`src/adc_sample_map_and_average_defines.svh`:
```
// Assertion macros shared by the sample map and average block.
`ifndef ADC_SAMPLE_MAP_AND_AVERAGE_DEFINES_SVH
`define ADC_SAMPLE_MAP_AND_AVERAGE_DEFINES_SVH

// Same-cycle implication, disabled while in reset.
`define ASMA_ASSERT_IMP(label, ante, cons, msg) \
  label: assert property (@(posedge clk) disable iff (rst) (ante) |-> (cons)) \
    else $error(msg);

// Next-cycle implication, disabled while in reset.
`define ASMA_ASSERT_NXT(label, ante, cons, msg) \
  label: assert property (@(posedge clk) disable iff (rst) (ante) |=> (cons)) \
    else $error(msg);

`endif

```
`src/asma_ram.sv`:
```
module asma_ram #(
  parameter int WIDTH = 32,
  parameter int DEPTH = 64
) (
  input  logic                                 clk,
  input  logic                                 we,
  input  logic [(DEPTH > 1 ? $clog2(DEPTH) : 1)-1:0] waddr,
  input  logic [WIDTH-1:0]                     wdata,
  input  logic                                 re,
  input  logic [(DEPTH > 1 ? $clog2(DEPTH) : 1)-1:0] raddr,
  output logic [WIDTH-1:0]                     rdata
);

  logic [WIDTH-1:0] mem [DEPTH];

  // One write port, one registered read port
  always_ff @(posedge clk) begin
    if (we) begin
      mem[waddr] <= wdata;
    end
    if (re) begin
      rdata <= mem[raddr];
    end
  end

endmodule

```
`config.mk`:
```
export PLATFORM = sky130hd
export DESIGN_NAME = asma_ram
export DESIGN_NICKNAME = d
export VERILOG_FILES = /design/src/adc_sample_map_and_average_defines.svh /design/src/asma_ram.sv
export SDC_FILE = /design/constraint.sdc
export NUM_CORES = 2
export LEC_CHECK = 0
export BUFFER_PORTS_ARGS = -buffer_cell sky130_fd_sc_hd__buf_2
export CORE_MARGIN = 2
export CORE_UTILIZATION = 50
export CTS_CLUSTER_DIAMETER = 60
export DETAILED_ROUTE_END_ITERATION = 8
export PLACE_DENSITY = 0.65
export SYNTH_ARGS = -nofsm -noshare
export SYNTH_HDL_FRONTEND = slang
export SYNTH_SLANG_ARGS = --single-unit
```
`constraint.sdc`:
```
create_clock -name clk -period 5.5 [get_ports clk]
set_input_delay 1.1 -clock clk [delete_from_list [all_inputs] [get_ports clk]]
set_output_delay 1.1 -clock clk [all_outputs]
set_load 0.02 [all_outputs]
```
Word level (Yosys, flattened, before mapping). Memories as Yosys holds them, arrays and structs flattened. A register that Yosys moved wholly into a read port is not among the register bits. Index checks and enable logic that the tools add are counted.

Flip-flop bits (word level): 0. RAM bits: 2048. Input bits: 47. Output and inout bits: 32. Word-level logic and storage cells: 3. Memories kept: 1.

Memories: mem (depth 64, bits a word 32, rd ports 1, clocked after memory_dff 1, write ports 1, line asma_ram.sv:14) `logic [WIDTH-1:0] mem [DEPTH];`.

Multiplexer cells: 2.

Operator list (number): 2-to-1 mux 1 bit (2).

Depth between registers and ports, before layout.
Depth after elaboration: 2. Mapped depth: 10. Mapped depth without buffers: 5.

Worst setup path before layout. OpenSTA, ideal clock, no wires.

Kind: input to register. From: input waddr[3] (netlist bit). To: memory mem[48][0] (enable). Setup time: 0.461 ns. Arrival time: 3.799 ns. Required time: 5.039 ns. Setup slack: 1.240 ns. Stages on the path: 4. Buffers on the path: 1. Cells stage by stage: clkbuf_1 nor2b_1 nand4b_1 nor3_1.

RTL lines: start, declared (line asma_ram.sv:7) `input logic [(DEPTH > 1 ? $clog2(DEPTH) : 1)-1:0] waddr,`; end, declared (line asma_ram.sv:14).

No word-level cell before the write port.

==> impl_metrics.tcl <==
set metrics [dict create \
    outcome "completed" \
    fin_cells 5844 \
    synth_ff_type "edfxtp_1" \
    avgRoutedWirePerCell_um 34.4 \
    nets 3651 \
    synthToLayoutAreaGrowth_pct 13.5 \
    rsz0062_at_grt "false" \
    synth_commonest_cells "2080 x edfxtp_1, 544 x mux4_2, 137 x nor2_1" \
    holdPathEnd "rdata[4]" \
    clock-root-buffer "clkbuf_16" \
    vias 37500 \
    place.gp.congestion 0.821 \
    die-height_um 401 \
    max_freq_ghz 0.283 \
    power_density_nw_per_um2 365 \
    critPathArrivalTime_ns 4.10 \
    cts_buffers 204 \
    dieArea_um2 161000 \
    dp.cells 5456 \
    ys_warn_count 0 \
    period_share_pct 64.3 \
    r2r_cells 4 \
    yosysMostFrequentCell "edfxtp_1" \
    dp_hpwl_mm 117 \
    hold_path_depth 4 \
    vdd_drop_max_mv 0.368 \
    async_flop_share_pct 0 \
    ant_nets 0 \
    synth_area_leader_cell "edfxtp_1" \
    seq_area_frac_synth_pct 79.2 \
    die_x_um 401 \
    fin_crit_ns 3.54 \
    cp-end-kind "register" \
    clk_pin_slew_ns 0.06 \
    gr-usage-all-layers_pct 25.2 \
    grt_max_degree 79 \
    r2r-end "rdata[10]" \
    io_buffers 78 \
    num_rows 145 \
    worst_pin_slew_ns 1.29 \
    htreeDepth 4 \
    setup_viol 0 \
    r2r_start "mem[3][10]" \
    final_hold_viol_count 0 \
    yosysUniqueCellTypes 33 \
    clk_latency_ns 0.84 \
    worstSetupPathType "primary input to register" \
    synth_area_per_cell_um2 23.7 \
    synth_edf_count 2080 \
    synth_seq_cells 2080 \
    finalWirelength_mm 201 \
    max_cap_violations 0 \
    drtIter0Drc 5187 \
    cts_tree "built" \
    grt_pass1_vias 37600 \
    ctsResizeCount 0 \
    netlist_instances 3324 \
    syn-num-nets 3371 \
    drv_slew 0 \
    start_kind "primary input" \
    cts_hold_buf 0 \
    dr.pass1.iters 6 \
    p_leak_nw 27.9 \
    clock_skew_ns 0.0262 \
    initial_core_util_pct 50.4 \
    cp_max_fo 50 \
    io_pins 79 \
    regToRegSetupSlack_ns 3.03 \
    antenna_found_initial 29 \
    maxSlewHeadroom_pct 14.2 \
    tns_ns 0 \
    synth.cell_area_um2 78800 \
    cts.sinks 2080 \
    drive_gt1_share_pct 30.3 \
    post_cts_buffers 0 \
    gr-total-overflow 0 \
    holdCritPathClass "register to register" \
    grt_pass1_wl_mm 285 \
    cp_data_required_time_ns 6.06 \
    netlist.area_leader.share_pct 79.2 \
    hp-start "mem[28][4]" \
    cts.path.max_buffers 3 \
    remaining_drc_errors 0 \
    fp.coreArea_um2 156000 \
    via_per_inst 6.41 \
    synth_area_leaders "edfxtp_1 79%, mux4_2 16%, mux2i_1 1.2%" \
]
final cells by class:
type	instances	area [um2]
Fill cell	11200	66900
Sequential cell	2080	62500
Multi-Input combinational cell	1062	16000
Clock buffer	248	5290
Tap cell	2058	2570
Timing Repair Buffer	256	2110
Clock inverter	130	1070
Antenna cell	10	25.0
where the power goes:
| group | internal, mW | total, mW | switching, mW |
|---|---|---|---|
| clock | 7.46 | 13.4 | 5.90 |
| combinational | 0.598 | 1.63 | 1.03 |
| sequential | 17.6 | 17.7 | 0.0630 |
| total | 25.7 | 32.6 | 7.00 |
layer usage:
metal,part of all wire [%],global-route usage [%],wire length [um],vias up
li1,-,-,-,14900
met1,39,36.1,79500,20200
met2,48,39.6,96600,2011
met3,9.5,5.26,19200,327
met4,2.9,7.61,5890,14
met5,0.042,0,84,-
through the flow:
stage / utilization [%] / cell area (um2) / power [mW] / setup WS (ns) / hold slack, ns
floorplan: - / 78800 / 18.8 / 1.24 / 0.750
global placement: 53.1 / 83100 / 19.6 / 1.07 / 0.809
detailed placement: 53.1 / 83100 / 19.6 / 1.08 / 0.817
CTS: 57.2 / 89500 / 32.8 / 1.98 / 0.836
global route: 57.2 / 89500 / 33.5 / 1.90 / 0.882
finish: 57.2 / 89500 / 32.6 / 1.96 / 0.864
kinds of logic after synthesis:
| group | after synthesis | share of synthesized area, % |
|---|---|---|
| buffers and inverters | 182 | 1.12 |
| AND/OR/NAND/NOR | 223 | 1.26 |
| flip-flops | 2080 | 79.2 |
| AO/OA/AOI/OAI | 202 | 1.67 |
| multiplexers | 637 | 16.7 |
registers in the layout, indices dropped and copies added, names as in the netlist:
signal  cells
mem      2048
rdata      32
layout by cell type, fill, tap and decap left out, drive strengths merged:
cell and n:
or3b 5, nand2b 8, a21oi 62, nor3 7
o221ai 27, bufinv 13, inv 9, nand3 5
clkbuf 248, nor2b 15, nor2 137, or2 3
edfxtp 2080, nand3b 5, and3 4, a22oi 12
buf 256, mux4 544, and2 2, o22ai 84
mux2i 93, a31oi 1, o32ai 4, a41o 4
a311oi 8, nand4 2, clkinv 104, or3 3
clkinvlp 4, diode 10, nand4b 1, nand2 26
critical path, stage by stage:
cell and delay, ns:
buf_8 0.52, buf_12 0.32, buf_4 0.25, mux4_2 0.53, mux4_2 0.56, o22ai_1 0.57
nor2_1 0.11
worst max-delay path by stage:
stage              from          to  cells past startpoint
2_1_floorplan  waddr[3]  mem[48][0]                      4
3_3_place_gp   raddr[0]   rdata[15]                      8
3_5_place_dp   raddr[0]   rdata[15]                      8
4_1_cts        raddr[0]   rdata[15]                      8
5_1_grt        raddr[0]   rdata[15]                      8
6_report       raddr[0]   rdata[24]                      7
No activity file was read; power rests on OpenSTA's default activity.
